--- src/design/phase_lifecycle_latency_tracker_macros.svh ---
// Assertion macros for the phase lifecycle latency tracker, included by plt_lifecycle
`ifndef PHASE_LIFECYCLE_LATENCY_TRACKER_MACROS_SVH
`define PHASE_LIFECYCLE_LATENCY_TRACKER_MACROS_SVH

// same-cycle implication, disabled during reset
`define PLT_ASSERT_IMP(lbl, clk_s, rstn_s, ante, cons, msg) \
  lbl: assert property (@(posedge clk_s) disable iff (!rstn_s) (ante) |-> (cons)) \
    else $error(msg);

// next-cycle implication, disabled during reset
`define PLT_ASSERT_NXT(lbl, clk_s, rstn_s, ante, cons, msg) \
  lbl: assert property (@(posedge clk_s) disable iff (!rstn_s) (ante) |=> (cons)) \
    else $error(msg);

`endif

--- src/design/plt_pkg.sv ---
// Shared types and constants for the phase lifecycle latency tracker
package plt_pkg;

  localparam int unsigned WORD_W  = 32;
  localparam int unsigned FUNC_W  = 3;
  localparam int unsigned NUM_SUM = 6;
  localparam int unsigned IN_DATA_W  = 4 * WORD_W;
  localparam int unsigned OUT_DATA_W = NUM_SUM * WORD_W;

  localparam int unsigned IX_CSUM = 0;
  localparam int unsigned IX_CCNT = 1;
  localparam int unsigned IX_SSUM = 2;
  localparam int unsigned IX_SCNT = 3;
  localparam int unsigned IX_FSUM = 4;
  localparam int unsigned IX_FCNT = 5;

  typedef logic [WORD_W-1:0] word_t;

  typedef enum logic [FUNC_W-1:0] {
    FN_BEGIN    = 3'd0,
    FN_BIND     = 3'd1,
    FN_RETAINS  = 3'd2,
    FN_NOTIFY   = 3'd3,
    FN_RETIRE   = 3'd4,
    FN_TERMINAL = 3'd5,
    FN_ABORT    = 3'd6
  } func_t;

  typedef struct packed {
    logic retired;
    logic notified;
    logic bound;
    logic active;
  } flags_t;

  typedef struct packed {
    logic ok;
    logic set_begin;
    logic set_notify;
    logic set_retire;
    logic close;
    logic close_notified;
  } plt_ctl_t;

  typedef struct packed {
    word_t vblank;
    word_t bank_id;
    word_t snapshot_id;
    word_t generation;
  } request_t;

endpackage

--- src/design/plt_lifecycle.sv ---
// Phase state (generation, tokens, flags) and per-request accept decision
module plt_lifecycle
  import plt_pkg::*;
(
  input  logic     clk,
  input  logic     rst_n,
  input  logic     fire,
  input  func_t    func,
  input  request_t req,
  output plt_ctl_t ctl
);

  `include "phase_lifecycle_latency_tracker_macros.svh"

  word_t  active_gen_r, active_gen_nxt;
  word_t  held_snap_r, held_snap_nxt;
  word_t  held_bank_r, held_bank_nxt;
  flags_t flags_r, flags_nxt;

  logic gen_match;
  logic retains;

  assign gen_match = (req.generation == active_gen_r);
  assign retains   = flags_r.active && flags_r.bound && gen_match &&
                     (req.snapshot_id == held_snap_r) && (req.bank_id == held_bank_r);

  always_comb begin
    ctl            = '0;
    active_gen_nxt = active_gen_r;
    held_snap_nxt  = held_snap_r;
    held_bank_nxt  = held_bank_r;
    flags_nxt      = flags_r;
    case (func)
      FN_BEGIN: begin
        if ((req.generation != '0) && !flags_r.active) begin
          ctl.ok         = 1'b1;
          ctl.set_begin  = 1'b1;
          active_gen_nxt = req.generation;
          held_snap_nxt  = '0;
          held_bank_nxt  = '0;
          flags_nxt      = '{retired: 1'b0, notified: 1'b0, bound: 1'b0, active: 1'b1};
        end
      end
      FN_BIND: begin
        if (flags_r.active && !flags_r.bound && gen_match &&
            (req.snapshot_id != '0) && (req.bank_id != '0)) begin
          ctl.ok          = 1'b1;
          held_snap_nxt   = req.snapshot_id;
          held_bank_nxt   = req.bank_id;
          flags_nxt.bound = 1'b1;
        end
      end
      FN_RETAINS: begin
        ctl.ok = retains;
      end
      FN_NOTIFY: begin
        if (flags_r.active && flags_r.bound && !flags_r.notified && gen_match) begin
          ctl.ok             = 1'b1;
          ctl.set_notify     = 1'b1;
          flags_nxt.notified = 1'b1;
        end
      end
      FN_RETIRE: begin
        if (flags_r.active && flags_r.notified && !flags_r.retired && gen_match) begin
          ctl.ok            = 1'b1;
          ctl.set_retire    = 1'b1;
          flags_nxt.retired = 1'b1;
        end
      end
      FN_TERMINAL: begin
        if (retains && !(flags_r.notified && !flags_r.retired)) begin
          ctl.ok             = 1'b1;
          ctl.close          = 1'b1;
          ctl.close_notified = flags_r.notified;
          active_gen_nxt     = '0;
          held_snap_nxt      = '0;
          held_bank_nxt      = '0;
          flags_nxt          = '0;
        end
      end
      FN_ABORT: begin
        if (flags_r.active && !flags_r.notified && gen_match) begin
          ctl.ok         = 1'b1;
          ctl.close      = 1'b1;
          active_gen_nxt = '0;
          held_snap_nxt  = '0;
          held_bank_nxt  = '0;
          flags_nxt      = '0;
        end
      end
      default: begin
        ctl = '0;
      end
    endcase
  end

  always_ff @(posedge clk) begin
    if (!rst_n) begin
      active_gen_r <= '0;
      held_snap_r  <= '0;
      held_bank_r  <= '0;
      flags_r      <= '0;
    end else if (fire) begin
      active_gen_r <= active_gen_nxt;
      held_snap_r  <= held_snap_nxt;
      held_bank_r  <= held_bank_nxt;
      flags_r      <= flags_nxt;
    end
  end

  `PLT_ASSERT_IMP(a_bound_needs_active, clk, rst_n, flags_r.bound, flags_r.active,
                  "bound phase without active flag")
  `PLT_ASSERT_IMP(a_notified_needs_bound, clk, rst_n, flags_r.notified, flags_r.bound,
                  "notified phase that is not bound")
  `PLT_ASSERT_IMP(a_retired_needs_notified, clk, rst_n, flags_r.retired, flags_r.notified,
                  "retired phase that was never notified")
  `PLT_ASSERT_IMP(a_active_gen_nonzero, clk, rst_n, flags_r.active, active_gen_r != '0,
                  "active phase with generation zero")
  `PLT_ASSERT_NXT(a_close_clears, clk, rst_n, fire && ctl.close, flags_r == '0,
                  "closed phase left flags set")

endmodule

--- src/design/plt_accum.sv ---
// Vblank stamps and wrapping span sums and counts
module plt_accum
  import plt_pkg::*;
(
  input  logic                        clk,
  input  logic                        rst_n,
  input  logic                        fire,
  input  plt_ctl_t                    ctl,
  input  word_t                       vblank,
  output logic [NUM_SUM-1:0][WORD_W-1:0] sums_nxt
);

  word_t begin_stamp_r;
  word_t notify_stamp_r;
  word_t retire_stamp_r;
  logic [NUM_SUM-1:0][WORD_W-1:0] sums_r;

  word_t fin_span;
  word_t slave_span;
  word_t cons_span;

  assign fin_span   = vblank - retire_stamp_r;
  assign slave_span = retire_stamp_r - notify_stamp_r;
  assign cons_span  = ctl.close_notified ? ((notify_stamp_r - begin_stamp_r) + fin_span)
                                         : (vblank - begin_stamp_r);

  always_comb begin
    sums_nxt = sums_r;
    if (ctl.close) begin
      sums_nxt[IX_CSUM] = sums_r[IX_CSUM] + cons_span;
      sums_nxt[IX_CCNT] = sums_r[IX_CCNT] + WORD_W'(1);
      if (ctl.close_notified) begin
        sums_nxt[IX_SSUM] = sums_r[IX_SSUM] + slave_span;
        sums_nxt[IX_SCNT] = sums_r[IX_SCNT] + WORD_W'(1);
        sums_nxt[IX_FSUM] = sums_r[IX_FSUM] + fin_span;
        sums_nxt[IX_FCNT] = sums_r[IX_FCNT] + WORD_W'(1);
      end
    end
  end

  always_ff @(posedge clk) begin
    if (!rst_n) begin
      begin_stamp_r  <= '0;
      notify_stamp_r <= '0;
      retire_stamp_r <= '0;
      sums_r         <= '0;
    end else if (fire) begin
      if (ctl.set_begin) begin
        begin_stamp_r <= vblank;
      end
      if (ctl.set_notify) begin
        notify_stamp_r <= vblank;
      end
      if (ctl.set_retire) begin
        retire_stamp_r <= vblank;
      end
      sums_r <= sums_nxt;
    end
  end

endmodule

--- src/design/phase_lifecycle_latency_tracker.sv ---
// Phase lifecycle latency tracker: one request in, one result out, one per
// cycle while out_tready stays high. Each accepted request lands in an input
// register, is checked against the phase state and applied once the output
// register is free or being taken, and its result (accept flag and the six
// running span sums and counts after the request) sits in an output register
// until taken. Sustained rate is one request per clock while out_tready is high;
// the phase flags, stamps and sums update as the request is applied. The input
// side keeps accepting while a result waits, until both registers are full.
module phase_lifecycle_latency_tracker
  import plt_pkg::*;
(
  input  logic                  clk,
  input  logic                  rst_n,
  input  logic                  in_tvalid,
  output logic                  in_tready,
  input  logic [FUNC_W-1:0]     in_tuser,   // func
  input  logic [IN_DATA_W-1:0]  in_tdata,   // generation, snapshot_id, bank_id, vblank
  output logic                  out_tvalid,
  input  logic                  out_tready,
  output logic                  out_tuser,  // accepted
  output logic [OUT_DATA_W-1:0] out_tdata   // construction_sum, construction_total,
                                            // slave_sum, slave_total,
                                            // finalize_sum, finalize_total
);

  logic                  in_valid_r;
  func_t                 in_func_r;
  request_t              in_req_r;
  logic                  out_valid_r;
  logic                  out_user_r;
  logic [OUT_DATA_W-1:0] out_data_r;

  logic     fire;
  plt_ctl_t ctl;
  logic [NUM_SUM-1:0][WORD_W-1:0] sums_nxt;

  assign fire       = in_valid_r && (!out_valid_r || out_tready);
  assign in_tready  = !in_valid_r || fire;
  assign out_tvalid = out_valid_r;
  assign out_tuser  = out_user_r;
  assign out_tdata  = out_data_r;

  always_ff @(posedge clk) begin
    if (!rst_n) begin
      in_valid_r <= 1'b0;
    end else if (in_tready) begin
      in_valid_r <= in_tvalid;
    end
  end

  always_ff @(posedge clk) begin
    if (in_tvalid && in_tready) begin
      in_func_r <= func_t'(in_tuser);
      in_req_r  <= request_t'(in_tdata);
    end
  end

  plt_lifecycle u_lifecycle (
    .clk   (clk),
    .rst_n (rst_n),
    .fire  (fire),
    .func  (in_func_r),
    .req   (in_req_r),
    .ctl   (ctl)
  );

  plt_accum u_accum (
    .clk      (clk),
    .rst_n    (rst_n),
    .fire     (fire),
    .ctl      (ctl),
    .vblank   (in_req_r.vblank),
    .sums_nxt (sums_nxt)
  );

  always_ff @(posedge clk) begin
    if (!rst_n) begin
      out_valid_r <= 1'b0;
    end else if (fire) begin
      out_valid_r <= 1'b1;
    end else if (out_tready) begin
      out_valid_r <= 1'b0;
    end
  end

  always_ff @(posedge clk) begin
    if (fire) begin
      out_user_r <= ctl.ok;
      out_data_r <= sums_nxt;
    end
  end

endmodule
--- config.mk ---
export PLATFORM = sky130hd
export DESIGN_NAME = phase_lifecycle_latency_tracker
export DESIGN_NICKNAME = d
export VERILOG_FILES = /design/src/design/plt_pkg.sv /design/src/design/plt_lifecycle.sv /design/src/design/plt_accum.sv /design/src/design/phase_lifecycle_latency_tracker.sv
export VERILOG_INCLUDE_DIRS = /design/src /design/src/design
export SDC_FILE = /design/constraint.sdc
export NUM_CORES = 2
export LEC_CHECK = 0
export BUFFER_PORTS_ARGS = -buffer_cell sky130_fd_sc_hd__buf_2
export CORE_UTILIZATION = 30
export DETAILED_ROUTE_END_ITERATION = 16
export GPL_TIMING_DRIVEN = 0
export PLACE_DENSITY = 0.45
export SLEW_MARGIN = 40
export SYNTH_ARGS = -nofsm -noshare
export SYNTH_HDL_FRONTEND = slang
export SYNTH_SLANG_ARGS = --single-unit
--- constraint.sdc ---
create_clock -name clk -period 7.3 [get_ports clk]
set_clock_uncertainty 0.05 [all_clocks]
set_input_delay 0.73 -clock clk [delete_from_list [all_inputs] [get_ports clk]]
set_output_delay 0.73 -clock clk [all_outputs]
set_load 0.01 [all_outputs]
==> flow_metrics.tcl <==
set metrics [dict create \
    crit_arrival_ns 8.01 \
    htree_levels 3 \
    critical_path_class "reg2reg" \
    cp_max_fo 4 \
    p_sw_share_pct 28.0 \
    min_period_ns 7.60 \
    rows 131 \
    start_kind "flip-flop" \
    hold_buffers 0 \
    setup_ws_ns -0.296 \
    ys_ff_latch 714 \
    gp_congestion 0.912 \
    period_share_pct 104 \
    violations "setup timing" \
    place_inst 6245 \
    ys_types 78 \
    dieWidth_um 362 \
    fin_area_mm2 0.0469 \
    viasPerCell 4.91 \
    clock_path_buffers 3 \
    firstDrtPassIters 5 \
    num_io_pins 330 \
    syn-num-nets 4576 \
    syn_avg_cell_area_um2 9.28 \
    wl_mm 135 \
    holdCritPathClass "in2reg" \
    pwr-share-seq_pct 42.0 \
    vias 31700 \
    r2r_slack_ns -0.30 \
    path_clk_slew_ns 0.06 \
    fmax_mhz 132 \
    power_frac_comb_pct 14.5 \
    cts_tree "done" \
    die_h_um 362 \
    slew_violations 0 \
    antenna_found_initial 11 \
    grt_max_degree 72 \
    cap_violations 0 \
    cts_root_buf "clkbuf_16" \
    grt_pass1_wl_mm 197 \
    synth-edff-count 324 \
    synth_area_mm2 0.0388 \
    cp_data_required_time_ns 7.71 \
    worst_pin_slew_ns 0.904 \
    finalSetupViolations 2 \
    end_kind "flip-flop" \
    max_stage_delay_ns 0.51 \
    tns_ns -0.487 \
    yosysWarnings 0 \
    power.share.clock_pct 43.5 \
    power_uw 10500 \
    wl_per_cell_um 21.0 \
    portBuffers 328 \
    grt_use_total_pct 20.2 \
    drt-initial-drc-count 2397 \
    place_area_mm2 0.0428 \
    slowest_stage "fa_1" \
    antenna_left 0 \
    nets 5042 \
    ir_drop_uv 170 \
    synth_cells 4181 \
    power.net_switching_uw 2930 \
    grt_overflow 0 \
    leakage_uw 0.0180 \
    power.internal_uw 7530 \
    die-area_mm2 0.131 \
    core_mm2 0.128 \
    rsz0062_at_grt "yes" \
    cts_buffers 86 \
    cts_sinks 714 \
    seq_area_frac_synth_pct 45.2 \
    timing.hold.ws_ns 0.127 \
    drc 0 \
    slew_headroom_pct 39.7 \
    grt_pass1_vias 30600 \
    initial_utilization_pct 30.3 \
    synth-async-reset-ratio_pct 0 \
    status "finished, violations left" \
    hpwlAfterDp_mm 105 \
    areaGrowthSynthToFinish_pct 20.7 \
    synthFlopType "dfxtp_1" \
    power.density_mw_per_mm2 223 \
    insertion_delay_ns 0.72 \
    stdcell_count 6451 \
    finalHoldViolations 0 \
    drive_above_1_share_pct 15.0 \
]
==> area by class of cell <==
class | count | area [um^2]
fill | 13100 | 81200
multi-input combinational | 3086 | 20500
timing repair buffer | 379 | 2130
sequential | 714 | 17500
tap | 1729 | 2160
clock inverter | 48 | 628
buffer | 165 | 697
clock buffer | 114 | 2370
antenna | 1 | 2.50
inverter | 215 | 812
==> per-stage QoR <==
step	util, %	setup WS (ns)
after floorplan	-	0.00259
after global placement	33.3	-4.59
after detailed placement	33.5	-2.00
after CTS	36.4	-0.210
after global routing	36.6	-0.591
final	36.6	-0.296
==> synth_stat cells, drive strengths merged (128+ instances only) <==
master	instances	area [um^2]
a21oi	378	1890
nor2	305	1150
ha	193	2410
xor2	238	2080
nand3	128	658
xnor2	185	1620
o21ai	216	1080
inv	215	807
clkbuf	141	529
nand2	657	2470
dfxtp	390	7810
edfxtp	324	9730
==> flip-flops by register name (all words and copies together), names as in the netlist <==
register / cells
out_tdata: 192
u_accum.notify_stamp_r: 32
u_accum.begin_stamp_r: 32
u_lifecycle.held_snap_r: 32
out_tuser: 1
in_req_r: 128
out_tvalid: 1
u_accum.retire_stamp_r: 32
in_func_r: 3
u_lifecycle.active_gen_r: 32
u_lifecycle.held_bank_r: 32
u_lifecycle.flags_r: 4
u_accum.sums_r: 192
in_valid_r: 1
==> layer usage <==
layer / share of wire [%] / vias to the layer above / global-route usage (%)
met5: 0.0081 / - / 0
met4: 2.3 / 2 / 5.33
met2: 45 / 772 / 32.1
li1: - / 15500 / -
met3: 5.0 / 183 / 3.15
met1: 48 / 15300 / 28.3
==> worst max-delay path, delay by kind of cell (launching register included) <==
| family | cells | cell delay, ns |
|---|---|---|
| buffers and inverters | 2 | 0.22 |
| adders and majority gates | 4 | 1.15 |
| DFF | 1 | 0.41 |
| AOI/OAI and AO/OA | 16 | 3.47 |
| muxes | 1 | 0.17 |
| and+or+nand+nor | 9 | 1.45 |
| xor gates and xnor gates | 3 | 0.42 |
==> path summary, 6_finish.rpt <==
| kind | start | endpoint | cells after the start |
|---|---|---|---|
| setup / recovery | in_req_r[96]$_DFFE_PP_ | out_tdata[31]$_DFFE_PP_ | 35 |
| hold / removal | in_tdata[28] | in_req_r[28]$_DFFE_PP_ | 1 |
| setup reg to reg | in_req_r[96]$_DFFE_PP_ | out_tdata[31]$_DFFE_PP_ | 35 |
| hold reg to reg | u_accum.retire_stamp_r[4]$_SDFFE_PN0P_ | u_accum.retire_stamp_r[4]$_SDFFE_PN0P_ | 2 |
==> cell usage in the layout, fill, tap and decap left out, drive strengths merged, types with 48 or more instances in the layout <==
cell,netlist,routed
a21o,90,90
dfxtp,390,390
and3,48,48
nor3,64,64
nor4,51,51
fa,67,67
edfxtp,324,324
xor2,238,238
inv,215,218
buf,25,404
a21oi,378,378
nand3,128,128
clkbuf,141,254
nor2,305,305
o21ai,216,216
ha,193,193
xnor2,185,185
nand2,657,657
==> cells by family (layout without fill, tap and decap cells) <==
logic type,Yosys count,after routing,synth area share (%)
AND/OR/NAND/NOR,1479,1479,17.4
AO/OA/AOI/OAI,902,902,13.9
flip-flops,714,714,45.2
XOR/XNOR,423,423,9.54
buffers and inverters,381,921,3.74
adder cells (fa/ha/maj),260,260,9.68
multiplexers,22,22,0.590
other,0,1,0
==> power by group through the flow <==
| stage | clock [uW] | sequential [uW] | combinational (uW) |
|---|---|---|---|
| final | 4550 | 4390 | 1520 |
| after global placement | 0 | 4520 | 1350 |
| after detailed placement | 0 | 4490 | 1360 |
| after global routing | 4840 | 4400 | 1650 |
| after CTS | 4700 | 4400 | 1460 |
| after floorplan | 0 | 4480 | 876 |
==> what timing repair did <==
item | 4_1_cts | 5_1_grt
pin swaps | 42 | 38
endpoints found under the setup margin | 34 | 19
setup buffers | 33 | 10
gates cloned | 0 | 0
gates resized for setup | 96 | 48
Note: power is estimated with default switching activity, not from simulation.
